<file path="src/design/rfr_pkg.sv">
// ----------------------------------------------------------------------------
// rfr_pkg: shared types and constants of the register frame responder
// Frame codes, sequence ranges and the reply job handed from front to back.
// ----------------------------------------------------------------------------
package rfr_pkg;

  // frame bytes and reply codes
  localparam logic [7:0] HDR_BYTE   = 8'hFE;
  localparam logic [7:0] CODE_READ  = 8'h11;
  localparam logic [7:0] CODE_WRITE = 8'h33;
  localparam logic [7:0] ACK_OK     = 8'hAA;
  localparam logic [7:0] ACK_BAD    = 8'h55;
  localparam logic [7:0] LEN_READ   = 8'h06;
  localparam logic [7:0] LEN_WRITE  = 8'h05;

  // sequence numbers
  localparam logic [7:0] SEQ_GET_ADDR  = 8'd0;
  localparam logic [7:0] SEQ_GET_BAUD  = 8'd1;
  localparam logic [7:0] SEQ_MEAS_LO   = 8'd2;
  localparam logic [7:0] SEQ_MEAS_HI   = 8'd7;
  localparam logic [7:0] SEQ_SETP_LO   = 8'd8;
  localparam logic [7:0] SEQ_SETP_HI   = 8'd13;
  localparam logic [7:0] SEQ_SET_ADDR  = 8'd14;
  localparam logic [7:0] SEQ_SET_BAUD  = 8'd15;
  localparam logic [7:0] SEQ_WSETP_LO  = 8'd16;
  localparam logic [7:0] SEQ_LAST      = 8'd21;

  localparam logic [7:0] BAUD_MAX      = 8'd2;
  localparam logic [4:0] POS_MAX       = 5'd31;
  localparam int unsigned NUM_SLOTS    = 6;
  localparam int unsigned MAX_LENGTH_DEF = 20;

  // reply byte positions
  localparam logic [3:0] IDX_WR_LAST = 4'd7;
  localparam logic [3:0] IDX_RD_LAST = 4'd8;

  // one reply, fully resolved at frame end
  typedef struct packed {
    logic       is_write;
    logic [7:0] addr;
    logic [7:0] seq;
    logic [7:0] d6;    // value high byte or ack
    logic [7:0] d7;    // value low byte on a read
    logic [1:0] baud;
  } job_t;

  // request toward the queue
  typedef struct packed {
    logic valid;
    job_t job;
  } job_req_t;

endpackage

</file>
<file path="src/design/rs485_register_frame_responder.sv">
// Register frame responder for an RS-485 link. Input requests are line bytes
// (tuser 0, tlast on the last byte of a frame) or measurement updates
// (tuser 1). The receiver takes one request per clock cycle and resolves a
// frame at its end; an accepted read or write yields a reply of 9 or 8 bytes
// (tlast on the checksum), which the sender emits one byte per cycle while the
// output is ready, from a registered output, while the receiver keeps taking
// requests. The input only stalls when the two-entry reply queue is full,
// i.e. when two complete replies are waiting behind the one being sent.
// ----------------------------------------------------------------------------
// rs485_register_frame_responder: top level
// Frame receiver, reply queue and reply sender on streaming ports.
// ----------------------------------------------------------------------------
module rs485_register_frame_responder import rfr_pkg::*; #(
  parameter int unsigned MAX_LENGTH = MAX_LENGTH_DEF
) (
  input  logic        clk_i,
  input  logic        rst_ni,
  input  logic        s_axis_tvalid,
  output logic        s_axis_tready,
  // [7:0] rx_byte, [10:8] meas_index, [26:11] meas_value, [31:27] zero
  input  logic [31:0] s_axis_tdata,
  // [0] cmd
  input  logic        s_axis_tuser,
  input  logic        s_axis_tlast,
  output logic        m_axis_tvalid,
  input  logic        m_axis_tready,
  // [7:0] tx_byte, [9:8] baud_select, [15:10] zero
  output logic [15:0] m_axis_tdata,
  output logic        m_axis_tlast
);

  job_req_t   req;
  job_t       head;
  logic       q_full, q_empty, q_pop, fire;
  logic [7:0] tx_byte;
  logic [1:0] baud;

  assign s_axis_tready = !q_full;
  assign fire          = s_axis_tvalid && s_axis_tready;

  // frame receiver
  rfr_front #(
    .MAX_LENGTH(MAX_LENGTH)
  ) u_front (
    .clk_i       (clk_i),
    .rst_ni      (rst_ni),
    .fire_i      (fire),
    .cmd_i       (s_axis_tuser),
    .rx_byte_i   (s_axis_tdata[7:0]),
    .frame_end_i (s_axis_tlast),
    .meas_index_i(s_axis_tdata[10:8]),
    .meas_value_i(s_axis_tdata[26:11]),
    .req_o       (req)
  );

  // reply queue
  rfr_queue u_queue (
    .clk_i  (clk_i),
    .rst_ni (rst_ni),
    .req_i  (req),
    .pop_i  (q_pop),
    .full_o (q_full),
    .empty_o(q_empty),
    .head_o (head)
  );

  // reply sender
  rfr_back u_back (
    .clk_i    (clk_i),
    .rst_ni   (rst_ni),
    .empty_i  (q_empty),
    .head_i   (head),
    .pop_o    (q_pop),
    .tvalid_o (m_axis_tvalid),
    .tready_i (m_axis_tready),
    .tx_byte_o(tx_byte),
    .last_o   (m_axis_tlast),
    .baud_o   (baud)
  );

  assign m_axis_tdata = {6'd0, baud, tx_byte};

`ifndef NO_ASSERTIONS
  // a job is never produced into a full queue
  assert property (@(posedge clk_i) disable iff (!rst_ni) !(req.valid && q_full))
    else $error("reply job lost on full queue");

  // the sender never pops an empty queue
  assert property (@(posedge clk_i) disable iff (!rst_ni) q_pop |-> !q_empty)
    else $error("pop from empty reply queue");

  // reported baud select is always a legal choice
  assert property (@(posedge clk_i) disable iff (!rst_ni)
    m_axis_tvalid |-> (m_axis_tdata[9:8] != 2'd3))
    else $error("illegal baud select in reply");
`endif

endmodule

</file>
<file path="src/design/rfr_front.sv">
// ----------------------------------------------------------------------------
// rfr_front: frame receiver and register file
// Checks each received byte, keeps the registers, and at frame end resolves
// the command into a reply job.
// ----------------------------------------------------------------------------
module rfr_front import rfr_pkg::*; #(
  parameter int unsigned MAX_LENGTH = MAX_LENGTH_DEF
) (
  input  logic       clk_i,
  input  logic       rst_ni,
  input  logic       fire_i,
  input  logic       cmd_i,
  input  logic [7:0] rx_byte_i,
  input  logic       frame_end_i,
  input  logic [2:0] meas_index_i,
  input  logic [15:0] meas_value_i,
  output job_req_t   req_o
);

  logic [7:0]  own_addr_q, own_addr_d;
  logic [1:0]  baud_q, baud_d;
  logic [15:0] meas_q [NUM_SLOTS];
  logic [15:0] setp_q [NUM_SLOTS];
  logic [4:0]  pos_q, pos_d;
  logic [7:0]  sum_q, sum_d;
  logic [7:0]  fld_q [NUM_SLOTS];
  logic [7:0]  fld_n [NUM_SLOTS];
  logic        bad_q, bad_d;

  logic        line_byte, frame_done, in_body, at_cs, accept, make_job;
  logic [8:0]  cs_pos;
  logic [7:0]  len_n, seq, hi, lo, ack;
  logic [15:0] rd_val;
  logic        wr_addr, wr_baud, wr_setp, meas_upd;

  assign line_byte  = fire_i && !cmd_i;
  assign frame_done = line_byte && frame_end_i;
  assign meas_upd   = fire_i && cmd_i && (meas_index_i < 3'(NUM_SLOTS));

  // frame fields as they stand after this byte
  always_comb begin
    for (int i = 0; i < NUM_SLOTS; i++) begin
      fld_n[i] = (pos_q == 5'(i + 2)) ? rx_byte_i : fld_q[i];
    end
  end

  assign len_n  = fld_n[0];
  assign seq    = fld_n[2];
  assign hi     = fld_n[4];
  assign lo     = fld_n[5];
  assign cs_pos = {1'b0, len_n} + 9'd2;

  // running checksum over length..checksum
  assign in_body = (pos_q >= 5'd2) && ({4'b0, pos_q} <= cs_pos);
  assign at_cs   = in_body && ({4'b0, pos_q} == cs_pos);
  assign sum_d   = in_body ? sum_q + rx_byte_i : sum_q;
  assign bad_d   = bad_q || ((pos_q < 5'd2) && (rx_byte_i != HDR_BYTE)) ||
                   (at_cs && (sum_d != 8'd0));
  assign pos_d   = (pos_q == POS_MAX) ? pos_q : pos_q + 5'd1;

  assign accept  = !bad_d && ({4'b0, pos_d} >= cs_pos + 9'd1) &&
                   (len_n <= 8'(MAX_LENGTH)) && (fld_n[1] == own_addr_q);
  assign make_job = frame_done && accept && (seq <= SEQ_LAST);

  // read value selection
  always_comb begin
    rd_val = 16'd0;
    if (seq == SEQ_GET_ADDR) begin
      rd_val = {8'd0, own_addr_q};
    end else if (seq == SEQ_GET_BAUD) begin
      rd_val = {14'd0, baud_q};
    end else if (seq inside {[SEQ_MEAS_LO:SEQ_MEAS_HI]}) begin
      rd_val = meas_q[seq[2:0] - 3'd2];
    end else if (seq inside {[SEQ_SETP_LO:SEQ_SETP_HI]}) begin
      rd_val = setp_q[seq[2:0]];
    end
  end

  // write decode
  assign wr_addr = make_job && (seq == SEQ_SET_ADDR) && (hi == 8'd0);
  assign wr_baud = make_job && (seq == SEQ_SET_BAUD) && (hi == 8'd0) &&
                   (lo <= BAUD_MAX);
  assign wr_setp = make_job && (seq >= SEQ_WSETP_LO);
  assign ack     = (((seq == SEQ_SET_ADDR) && !wr_addr) ||
                    ((seq == SEQ_SET_BAUD) && !wr_baud)) ? ACK_BAD : ACK_OK;

  assign own_addr_d = wr_addr ? lo : own_addr_q;
  assign baud_d     = wr_baud ? lo[1:0] : baud_q;

  // job toward the back
  always_comb begin
    req_o.valid        = make_job;
    req_o.job.is_write = (seq >= SEQ_SET_ADDR);
    req_o.job.addr     = own_addr_q;
    req_o.job.seq      = seq;
    req_o.job.d6       = req_o.job.is_write ? ack : rd_val[15:8];
    req_o.job.d7       = rd_val[7:0];
    req_o.job.baud     = baud_d;
  end

  // registers and frame state
  always_ff @(posedge clk_i or negedge rst_ni) begin
    if (!rst_ni) begin
      own_addr_q <= 8'd1;
      baud_q     <= 2'd1;
      pos_q      <= 5'd0;
      sum_q      <= 8'd0;
      bad_q      <= 1'b0;
      for (int i = 0; i < NUM_SLOTS; i++) begin
        meas_q[i] <= 16'd0;
        setp_q[i] <= 16'd0;
        fld_q[i]  <= 8'd0;
      end
    end else begin
      own_addr_q <= own_addr_d;
      baud_q     <= baud_d;
      if (meas_upd) begin
        meas_q[meas_index_i] <= meas_value_i;
      end
      if (wr_setp) begin
        setp_q[seq[2:0]] <= {hi, lo};
      end
      if (frame_done) begin
        pos_q <= 5'd0;
        sum_q <= 8'd0;
        bad_q <= 1'b0;
        for (int i = 0; i < NUM_SLOTS; i++) begin
          fld_q[i] <= 8'd0;
        end
      end else if (line_byte) begin
        pos_q <= pos_d;
        sum_q <= sum_d;
        bad_q <= bad_d;
        for (int i = 0; i < NUM_SLOTS; i++) begin
          fld_q[i] <= fld_n[i];
        end
      end
    end
  end

endmodule

</file>
<file path="src/design/rfr_queue.sv">
// ----------------------------------------------------------------------------
// rfr_queue: reply job queue
// Two-entry queue between the frame receiver and the reply sender.
// ----------------------------------------------------------------------------
module rfr_queue import rfr_pkg::*; (
  input  logic     clk_i,
  input  logic     rst_ni,
  input  job_req_t req_i,
  input  logic     pop_i,
  output logic     full_o,
  output logic     empty_o,
  output job_t     head_o
);

  job_t       mem_q [2];
  logic       wr_ptr_q, rd_ptr_q;
  logic [1:0] cnt_q;
  logic       push, pop;

  assign full_o  = (cnt_q == 2'd2);
  assign empty_o = (cnt_q == 2'd0);
  assign push    = req_i.valid && !full_o;
  assign pop     = pop_i && !empty_o;
  assign head_o  = mem_q[rd_ptr_q];

  // storage
  always_ff @(posedge clk_i) begin
    if (push) begin
      mem_q[wr_ptr_q] <= req_i.job;
    end
  end

  // pointers and fill count
  always_ff @(posedge clk_i or negedge rst_ni) begin
    if (!rst_ni) begin
      wr_ptr_q <= 1'b0;
      rd_ptr_q <= 1'b0;
      cnt_q    <= 2'd0;
    end else begin
      if (push) wr_ptr_q <= !wr_ptr_q;
      if (pop)  rd_ptr_q <= !rd_ptr_q;
      cnt_q <= cnt_q + {1'b0, push} - {1'b0, pop};
    end
  end

endmodule

</file>
<file path="src/design/rfr_back.sv">
// ----------------------------------------------------------------------------
// rfr_back: reply sender
// Serializes one reply job into 8 or 9 bytes with a trailing checksum,
// through a registered output stage.
// ----------------------------------------------------------------------------
module rfr_back import rfr_pkg::*; (
  input  logic       clk_i,
  input  logic       rst_ni,
  input  logic       empty_i,
  input  job_t       head_i,
  output logic       pop_o,
  output logic       tvalid_o,
  input  logic       tready_i,
  output logic [7:0] tx_byte_o,
  output logic       last_o,
  output logic [1:0] baud_o
);

  job_t       job_q;
  logic       busy_q;
  logic [3:0] idx_q;
  logic [7:0] sum_q;
  logic       ovalid_q;
  logic [7:0] obyte_q;
  logic       olast_q;
  logic [1:0] obaud_q;

  logic       load_out, is_last;
  logic [7:0] cur_byte, cs;

  assign load_out = busy_q && (!ovalid_q || tready_i);
  assign is_last  = idx_q == (job_q.is_write ? IDX_WR_LAST : IDX_RD_LAST);
  assign cs       = 8'd0 - sum_q;
  assign pop_o    = !empty_i && (!busy_q || (load_out && is_last));

  // reply byte at the current position
  always_comb begin
    case (idx_q)
      4'd0, 4'd1: cur_byte = HDR_BYTE;
      4'd2:       cur_byte = job_q.is_write ? LEN_WRITE : LEN_READ;
      4'd3:       cur_byte = job_q.addr;
      4'd4:       cur_byte = job_q.seq;
      4'd5:       cur_byte = job_q.is_write ? CODE_WRITE : CODE_READ;
      4'd6:       cur_byte = job_q.d6;
      4'd7:       cur_byte = job_q.is_write ? cs : job_q.d7;
      default:    cur_byte = cs;
    endcase
  end

  // job register
  always_ff @(posedge clk_i) begin
    if (pop_o) begin
      job_q <= head_i;
    end
  end

  // sequencing and checksum
  always_ff @(posedge clk_i or negedge rst_ni) begin
    if (!rst_ni) begin
      busy_q <= 1'b0;
      idx_q  <= 4'd0;
      sum_q  <= 8'd0;
    end else begin
      if (pop_o) begin
        busy_q <= 1'b1;
        idx_q  <= 4'd0;
        sum_q  <= 8'd0;
      end else if (load_out) begin
        busy_q <= !is_last;
        idx_q  <= idx_q + 4'd1;
        if (idx_q >= 4'd2) begin
          sum_q <= sum_q + cur_byte;
        end
      end
    end
  end

  // output register
  always_ff @(posedge clk_i or negedge rst_ni) begin
    if (!rst_ni) begin
      ovalid_q <= 1'b0;
    end else if (load_out) begin
      ovalid_q <= 1'b1;
    end else if (tready_i) begin
      ovalid_q <= 1'b0;
    end
  end

  always_ff @(posedge clk_i) begin
    if (load_out) begin
      obyte_q <= cur_byte;
      olast_q <= is_last;
      obaud_q <= job_q.baud;
    end
  end

  assign tvalid_o  = ovalid_q;
  assign tx_byte_o = obyte_q;
  assign last_o    = olast_q;
  assign baud_o    = obaud_q;

endmodule

</file>
<file path="config.mk">
export PLATFORM = sky130hd
export DESIGN_NAME = rs485_register_frame_responder
export DESIGN_NICKNAME = d
export VERILOG_FILES = /design/src/design/rfr_pkg.sv /design/src/design/rs485_register_frame_responder.sv /design/src/design/rfr_front.sv /design/src/design/rfr_queue.sv /design/src/design/rfr_back.sv
export SDC_FILE = /design/constraint.sdc
export NUM_CORES = 1
export LEC_CHECK = 0
export ABC_AREA = 1
export BUFFER_PORTS_ARGS = -buffer_cell sky130_fd_sc_hd__clkbuf_2
export CORE_MARGIN = 5
export CORE_UTILIZATION = 30
export CTS_CLUSTER_SIZE = 28
export DETAILED_ROUTE_END_ITERATION = 6
export GPL_TIMING_DRIVEN = 0
export HOLD_SLACK_MARGIN = 0.12
export MAX_ROUTING_LAYER = met4
export SYNTH_ARGS = -nofsm -noshare
export SYNTH_HDL_FRONTEND = slang
export SYNTH_SLANG_ARGS = --single-unit
</file>
<file path="constraint.sdc">
create_clock -name clk_i -period 10.5 [get_ports clk_i]
set_clock_uncertainty 0.15 [all_clocks]
set_input_delay 1.575 -clock clk_i [delete_from_list [all_inputs] [get_ports clk_i]]
set_output_delay 1.575 -clock clk_i [all_outputs]
set_load 0.05 [all_outputs]
</file>
* Word-level counts from Yosys, hierarchy flattened
Memory sizes are Yosys's and may differ from the RTL's. A register that Yosys moved wholly into a read port is not among the register bits.
Index checks and enable logic that the tools add are counted.
** Storage, ports and cells
- Bits in registers :: 285
- Memory bits (writable) :: 70
- Input port bits :: 38
- Output and inout bits :: 19
- Word-level logic and storage cells :: 197
- Memories kept :: 1
** Operators by class
- Add/sub/neg operators :: 10
- $lt $le $gt $ge :: 20
- Equality and inequality tests :: 22
- Muxes and demuxes :: 51
- Bitwise operators :: 3
- Reductions and logical operators :: 58
** Memories
- u_queue.mem_q :: depth 2, bits a word 35, read ports 1, clocked after memory_dff 1, wr ports 1, line rfr_queue.sv:15 : job_t mem_q [2];
** Operators by type and width (count)
- 96-bit bitwise mux :: 2
- 16-bit 2-to-1 mux :: 10
- 8-bit 2-to-1 mux :: 15
- 16-bit binary-select mux with 3-bit select :: 2
- 16-bit demux with 3-bit select :: 2
- 48-bit 2-to-1 mux :: 2
- 8-bit one-hot mux with 7 select lines :: 1
- 1-bit logical AND :: 31
- 5-bit by 3-bit equality test with 1-bit output, second input constant :: 4
- 8-bit adder :: 2
- 4-bit by 3-bit equality test with 1-bit output, second input constant :: 4
- 8-bit by 4-bit equality test with 1-bit output, second input constant :: 2
- 8-bit by 4-bit >= comparator with 1-bit output, second input constant :: 2
- 8-bit by 5-bit <= comparator with 1-bit output, second input constant :: 2
- 8-bit logical NOT :: 2
- 5-bit 2-to-1 mux :: 3
- 4-bit >= comparator, second input constant :: 3
- 4-bit 2-to-1 mux :: 3
- 3-bit inverter with 4-bit output :: 3
- 1-bit logical NOT :: 11
- 5-bit by 2-bit equality test with 1-bit output, second input constant :: 2
- 8-bit by 2-bit adder with 9-bit output, second input constant :: 1
- 9-bit by 1-bit adder with 9-bit output, second input constant :: 1
- 5-bit by 9-bit equality test with 1-bit output :: 1
- 36 further kinds :: 53

* Logic depth before layout (Yosys ltp)
Gate-level depths: netlist (run 1).
- Word-level depth :: 23
- Gate-level depth with buffers :: 32
- Depth with buffers taken out :: 29

* Cells and area by module
From an unflattened synthesis (run 1), not the netlist that was laid out.
** Second synthesis, totals
- Cells, all modules :: 2110
- Area, all modules :: 19229.7 sq um
** Modules (own cells, without submodules)
- rfr_front :: instances 1, cells each 1617, area an instance 13394.1 sq um, sequential area each 6408.6 sq um
- rfr_back :: instances 1, cells each 267, area an instance 2930.3 sq um, sequential area each 1731.7 sq um
- rfr_queue :: instances 1, cells each 216, area an instance 2842.7 sq um, sequential area each 2202.1 sq um
- rs485_register_frame_responder :: instances 1, cells each 10, area an instance 62.6 sq um, sequential area each 0.0 sq um

* Worst setup path before layout (run 1)
Ideal clock, no wire load.
- Path type :: input-to-reg
- Start :: in s_axis_tdata[1]
- End :: mem u_queue.mem_q[0][0] in the netlist's numbering (enable)
- Setup time :: 0.427 ns
- Arrival time :: 5.111 ns
- Required time :: 9.923 ns
- Path slack :: 4.811 ns
- Cell stages on the path :: 19
- Buffers on the path :: 0
- Path through :: nand3_1 -> nand2_1 -> inv_2 -> ha_1 -> ha_1 -> nand3_1 -> nor2_1 -> nand2_1 -> nor2_1 -> a21oi_2 -> nand2_2 -> nand2_4 -> o21ai_1 -> nand2_1 -> nor2_1 -> nand2_1 -> nand2_2 -> nand3_4 -> nor2_1
** Between the ends
- Word-level cells in the longest chain between the ends :: 17
- Elaborated cells on any way between the ends :: 30
- Classes of those cells :: add/sub: 3; order compare: 4; eq/ne: 3; mux: 6; reduce/logical: 14
** RTL lines
- from (decl) :: line rs485_register_frame_responder.sv:21 : input logic [31:0] s_axis_tdata,
- branches (longest 13 deep; another with 8-bit by 2-bit adder with 9-bit output)
- 1-bit logical AND * :: line rfr_front.sv:63 : assign make_job = frame_done && accept && (seq <= SEQ_LAST);
- 1-bit logical AND * :: line rfr_queue.sv:22 : assign push = req_i.valid && !full_o;
- 1-bit 2-to-1 mux * :: line rfr_queue.sv:28 : if (push) begin
- 1-bit 2-to-1 mux (not written as such) * :: line rfr_queue.sv:29 : mem_q[wr_ptr_q] <= req_i.job;
- to (decl) :: line rfr_queue.sv:15
Mark *: on every way between the ends.

==> reports/qor.yml, run 1 <==
layout:
  drive_above_1_share_pct: 11.1
  final_util_pct: 34.4
  stdcell_count: 3115
  syn2layout_area_growth_pct: 14.1
  fin_nets: 2311
worst_setup_path:
  path_cells: "inv_1 -> ha_1 -> nand2_1 -> nor2_1 -> inv_2 -> buf_2 -> nand2_1 -> o21ai_2 -> inv_2 -> clkbuf_1 -> buf_1 -> ha_1 -> buf_2 -> nand2_1 -> nand3_1 -> nand2_1 -> nor2_1 -> clkbuf_1 -> a31oi_1 -> o221ai_1 -> inv_1"
  worst-endpoint-required_ps: 10640
  critPathTopFamily: "buffers and inverters"
  worst-path-buf-inv: 9
  endpoint_kind: "flip-flop"
  critPathKind: "flip-flop to flip-flop"
  critPathMostFrequentCell: "nand2_1"
  critPathLaunchType: "flip-flop"
  cp_slowest_stage_delay_ps: 720
  cp_max_fo: 12
  crit_arrival_ps: 6170
  cpMaxStageDelayCell: "buf_1"
logic_synthesis:
  synth_compound_area_share_pct: 11.2
  synth-edff-count: 116
  synth_top_area_cell: "dfrtp_1"
  synth_top_family_by_area: "simple AND/OR/NAND/NOR gates"
  syn_area_um2: 19400
  synth-xor-area-share_pct: 1.53
  yosysSeqAreaShare_pct: 53.2
  synth.distinct_cells: 60
  synth_area_leaders: "dfrtp_1 35%, edfxtp_1 18%, nand2_1 12%"
  yosys_warnings: 0
  syn_area_per_cell_um2: 9.13
  netlist_instances: 2129
  yosysTopAreaCellShare_pct: 35.0
  synth.area.mux_share_pct: 2.67
  synthArstFlopShare_pct: 70.3
  synth-seq-cells: 390
  synth_fa_ha_area_share_pct: 2.78
  synth_simple_gate_area_share_pct: 21.5
  synth_top_flop_cell: "dfrtp_1"
hold_path:
  min_path_type: "flip-flop to flip-flop"
clock_network:
  cts_root_buffer: "clkbuf_16"
  clk_latency_ps: 560
  clk_pin_slew_ps: 60
  htreeDepth: 2
  cts_tree: "built"
  post_cts_buffers: 0
  cts_resized: 0
  cts.sinks: 390
  cts_buffers: 43
  clockBufferDepth: 3
  cts_hold_buf: 0
sta:
  timing.final.crit_share_pct: 57.5
  tightest_slew_ps: 989
  setup_ws_ps: 4470
  fmax_mhz: 166
  hold_viol: 0
  setup_violations: 0
  rsz0062_at_grt: "false"
  slew_headroom_pct: 33.5
  period_minus_slack_ps: 6030
  setup-tns-final_ps: 0
  drv_slew: 0
global_route:
  grt_max_degree: 106
  grt.total_usage_pct: 16.4
  grt_first_pass_wirelength_um: 90500
  grt_overflow: 0
  busiest_layer: "met2"
  grt_use_met2_pct: 24.6
  grt_use_met1_pct: 23.0
  grt_pass1_vias: 16000
  antenna_found_initial: 1
  use_met3_pct: 2.61
flow_run:
  maxCapViolCount: 0
placed_design:
  io_buffers: 44
  dp_cells: 3039
  dp_hpwl_um: 41400
  gp_congestion: 0.923
  dpl_worst_slack_ps: 4070
routing:
  vias_per_cell: 5.12
  ant_nets: 0
  dr.pass1.iters: 6
  drc: 0
  avgRoutedWirePerCell_um: 18.4
  via_count: 15900
  routed_wl_um: 57400
  drt_iter0_drc: 1368
power:
  seq_power_share_pct: 34.0
  leakage_uw: 0.0102
  power_density_nw_per_um2: 265
  p_int_uw: 3410
  clockPowerShare_pct: 23.6
  vdd_drop_max_mv: 0.115
  combPwrFrac_pct: 42.4
  p_sw_uw: 2470
  switching_share_pct: 42.0
floorplanning:
  die_w_um: 264
  start_util_pct: 30.2
  rows: 93
  num_io_pins: 57
  die_h_um: 264
  core_um2: 64300
  die_area_um2: 70000
outcome:
  status: "finished clean"
placed cells by master (no fill, tap or decap), types with 19 or more instances in the layout:
cell       netlist  routed
nand2_1        605     605
dfrtp_1        272     272
inv_1          201     200
o21ai_0        128     128
edfxtp_1       116     116
nand4_1        105     105
clkbuf_1        76      90
nand3_1         88      88
nor2_1          59      57
mux2_2          46      46
clkbuf_2         1      44
o22ai_1         43      43
clkbuf_16        0      43
ha_1            40      40
o211ai_1        35      35
or2_2           28      28
a21oi_1         27      27
xor2_1          26      26
a31oi_1         25      25
buf_4           17      19
synthesized netlist by cell type (25+ instances only):
| cell | n |
|---|---|
| a21oi_1 | 27 |
| a31oi_1 | 25 |
| clkbuf_1 | 76 |
| dfrtp_1 | 272 |
| edfxtp_1 | 116 |
| ha_1 | 40 |
| inv_1 | 201 |
| mux2_2 | 46 |
| nand2_1 | 605 |
| nand3_1 | 88 |
| nand4_1 | 105 |
| nor2_1 | 59 |
| o211ai_1 | 35 |
| o21ai_0 | 128 |
| o22ai_1 | 43 |
| or2_2 | 28 |
| xor2_1 | 26 |
routing by layer:
layer  routed length, um  vias to the layer above
li1                    -                     7462
met3                3640                      126
met4                1810                        0
met1               26300                     7781
met5                   0                        -
met2               25700                      571
stage by stage:
step	total power, uW	hold WS (ps)	instance area [um^2]
finish	5880	280	22200
global route	6270	287	22200
CTS	5880	278	22100
detailed placement	4470	264	20900
global placement	4420	263	20700
floorplan	3690	250	19400
sequential cells by signal, summed over array words and instances, names as in the netlist:
name and count:
u_queue.mem_q 70, u_back.baud_o 2, u_front.baud_q 2, u_back.idx_q 4, u_back.tvalid_o 1, u_back.sum_q 8
u_back.last_o 1, u_back.busy_q 1, u_front.setp_q 96, u_front.pos_q 5, u_front.fld_q 40, u_back.job_q 35
u_queue.cnt_q 2, u_front.sum_q 8, u_queue.wr_ptr_q 1, u_front.bad_q 1, u_back.tx_byte_o 8, u_front.own_addr_q 8
u_front.meas_q 96, u_queue.rd_ptr_q 1
cell families after synthesis:
| kind of cell | after synthesis |
|---|---|
| AND/OR/NAND/NOR | 937 |
| flip-flops | 390 |
| multiplexers | 46 |
| other | 1 |
| XOR/XNOR | 34 |
| adder cells (fa/ha/maj) | 42 |
| AO/OA/AOI/OAI | 345 |
| buffers and inverters | 334 |
power by group through the flow:
stage	sequential [uW]	clock (uW)	combinational, uW
after floorplan	2060	0	1630
after global placement	2020	0	2400
after detailed placement	2030	0	2450
after CTS	2000	1420	2460
after global routing	2020	1480	2760
final	2000	1390	2500
worst paths after layout:
check / startpoint / end / slack (ps) / cells past startpoint
min: u_back.job_q[1] / u_back.baud_o[1] / 280 / 0
min reg2reg: u_back.job_q[1] / u_back.baud_o[1] / 280 / 0
max in group asynchronous: rst_ni / u_front.meas_q[54] / 7860 / 3
min in group asynchronous: rst_ni / u_front.sum_q[2] / 880 / 1
max: u_front.pos_q[1] / u_queue.mem_q[1][2] / 4470 / 21
max reg2reg: u_front.pos_q[1] / u_queue.mem_q[1][2] / 4470 / 21
cell type report:
class	instances	area, um^2
Fill cell	6549	42200
Sequential cell	390	10300
Multi-Input combinational cell	1410	7750
Clock buffer	60	1170
Tap cell	855	1070
Inverter	212	796
Buffer	122	588
Timing Repair Buffer	52	372
Clock inverter	13	72.6
Antenna cell	1	2.50
(Power assumes the default switching activity.)
==> run 2: changes to the inputs <==
clock period = 5.47 ns   (was 10.5 ns; I/O delays follow)
==> reports/qor.yml, run 2 (synthesis gave the netlist of run 1 again) <==
outcome:
  status: "finished clean"
floorplanning:
  die_w_um: 264  # unchanged
  core_um2: 64300  # unchanged
  num_io_pins: 57  # unchanged
  die_h_um: 264  # unchanged
  die_area_um2: 70000  # unchanged
  start_util_pct: 30.2  # unchanged
  rows: 93  # unchanged
clock_network:
  cts_tree: "built"
  htreeDepth: 2  # unchanged
  clk_pin_slew_ps: 60  # about the same
  cts_hold_buf: 0  # unchanged
  cts_buffers: 43  # unchanged
  cts_root_buffer: "clkbuf_16"
  clk_latency_ps: 560  # about the same
  cts.sinks: 390  # unchanged
  clockBufferDepth: 3  # unchanged
worst_setup_path:
  reg2reg_from: "u_front.pos_q[1]"
  cp-startpoint: "u_front.pos_q[1]"
  cp_max_fo: 11  # -1
  critPathMostFrequentCell: "nand2_1"
  critPathKind: "flip-flop to flip-flop"
  cpMaxStageDelayCell: "clkbuf_1"
  cp_slowest_stage_delay_ps: 540  # -180 ps
  path_cells: "inv_1 -> ha_1 -> nand2_1 -> nor2_1 -> inv_2 -> o21ai_1 -> clkbuf_1 -> clkbuf_2 -> ha_1 -> buf_2 -> nand2_1 -> nand3_1 -> nand2_1 -> nor2_2 -> clkbuf_1 -> a31oi_1 -> o221ai_1 -> inv_1"
  endpoint_kind: "flip-flop"
  crit_arrival_ps: 5340  # -830 ps
  critPathLaunchType: "flip-flop"
  worst-endpoint-required_ps: 5610  # -5030 ps
sta:
  fmax_mhz: 192  # +16%
  setup_ws_ps: 271  # -4200 ps
  setup_violations: 0  # unchanged
  drv_slew: 0  # unchanged
  tightest_slew_ps: 1030  # +41.0 ps
  period_minus_slack_ps: 5200  # -833 ps
  timing.final.crit_share_pct: 95.1  # +38 points
  hold_viol: 0  # unchanged
  slew_headroom_pct: 30.6  # -2.9 points
  rsz0062_at_grt: "true"
power:
  combPwrFrac_pct: 42.4  # about the same
  clockPowerShare_pct: 23.6  # about the same
  p_int_uw: 6550  # +92%
  switching_share_pct: 42.0  # -0.080 points
  vdd_drop_max_mv: 0.220  # +92%
  leakage_uw: 0.0102  # about the same
  power_density_nw_per_um2: 509  # +92%
  seq_power_share_pct: 34.0  # about the same
  finalPower_uw: 11300  # +92%
  p_sw_uw: 4740  # +92%
layout:
  final_common_cell: "nand2_1"
  fin_nets: 2310  # -0.043%
  layout_common_cells: "605 x nand2_1, 272 x dfrtp_1, 200 x inv_1"
  fillers: 6544  # -0.076%
  drive_above_1_share_pct: 11.3  # +0.23 points
  top_regs: "u_front.meas_q x96, u_front.setp_q x96, u_queue.mem_q x70"
  syn2layout_area_growth_pct: 14.1  # about the same
global_route:
  grt_overflow: 0  # unchanged
  grt_pass1_vias: 15900  # -0.14%
  grt.total_usage_pct: 16.4  # about the same
  grt_first_pass_wirelength_um: 90400  # about the same
  antenna_found_initial: 1  # unchanged
  grt_max_degree: 106  # unchanged
placed_design:
  io_buffers: 44  # unchanged
  gp_congestion: 0.923  # unchanged
  dp_hpwl_um: 41400  # unchanged
  dpl_worst_slack_ps: -433  # -4500 ps
routing:
  via_count: 15900  # -0.50%
  vias_per_cell: 5.09  # -0.46%
  ant_nets: 0  # unchanged
  routed_wl_um: 57100  # -0.49%
  drc: 0  # unchanged
  drt_iter0_drc: 1413  # +3.3%
  avgRoutedWirePerCell_um: 18.4  # -0.46%
  dr.pass1.iters: 5  # -1
flow_run:
  maxCapViolCount: 0  # unchanged
hold_path:
  min_path_type: "input pin to asynchronous set/reset pin"
run 2: worst max-delay path: cells and delay by family, from the launching register on:
family	cells	cell delay, ps
buffers and inverters	7	2060
flip-flops	1	430
AND/OR/NAND/NOR	6	910
AO/OA/AOI/OAI	3	950
adder cells (fa/ha/maj)	2	390
run 2: repair_timing:
item | 4_1_cts | 5_1_grt
gates resized for setup | 2 | 2
setup endpoints to repair | 30 | 71
buffers inserted | 0 | 1
pin swaps | 0 | 2
run 2: worst paths after layout:
| check | to | slack, ps | depth (start not counted) |
|---|---|---|---|
| setup reg to reg | u_queue.mem_q[1][2] | 270 | 18 |
| min in group clk_i | u_back.baud_o[1] | 280 | 0 |
| hold reg to reg | u_back.baud_o[1] | 280 | 0 |
| hold / removal | u_front.sum_q[2] | 130 | 1 |
| max in group asynchronous | u_front.meas_q[93] | 3580 | 3 |
| setup / recovery | u_queue.mem_q[1][2] | 270 | 18 |
run 2: cell type report:
type	instances	area (um^2)	area share, %
sequential	390	10300	46.6
multi-input combinational	1410	7760	35.0
clock buffer	60	1170	5.28
tap	855	1070	4.82
inverter	212	796	3.59
buffer	120	583	2.63
timing repair buffer	53	379	1.71
clock inverter	13	72.6	0.327
antenna	1	2.50	0.0113
run 2: through the flow:
step	cell area [um^2]	setup TNS (ps)	cells	hold WS [ps]	utilization [%]
2_1_floorplan	19400	0	2134	250	-
3_3_place_gp	20700	-767300	3033	263	32.2
3_5_place_dp	20900	-8240	3039	264	32.5
4_1_cts	22100	0	3111	150	34.4
5_1_grt	22200	-0.780	3114	178	34.5
6_report	22200	0	3114	129	34.5
run 2: power by group through the flow:
stage / Sequential, uW / Combinational (uW) / Clock, uW
2_1_floorplan: 3960 / 3120 / 0
3_3_place_gp: 3880 / 4610 / 0
3_5_place_dp: 3890 / 4690 / 0
5_1_grt: 3880 / 5310 / 2850
6_report: 3840 / 4790 / 2660
4_1_cts: 3840 / 4720 / 2730
run 2: metal layers:
| metal | track usage [%] | up-vias | share of wire (%) |
|---|---|---|---|
| met5 | - | - | 0 |
| met4 | 5.22 | 0 | 3.0 |
| met3 | 2.60 | 113 | 7.0 |
| met2 | 24.5 | 589 | 45 |
| met1 | 23.0 | 7697 | 45 |
| li1 | - | 7462 | - |
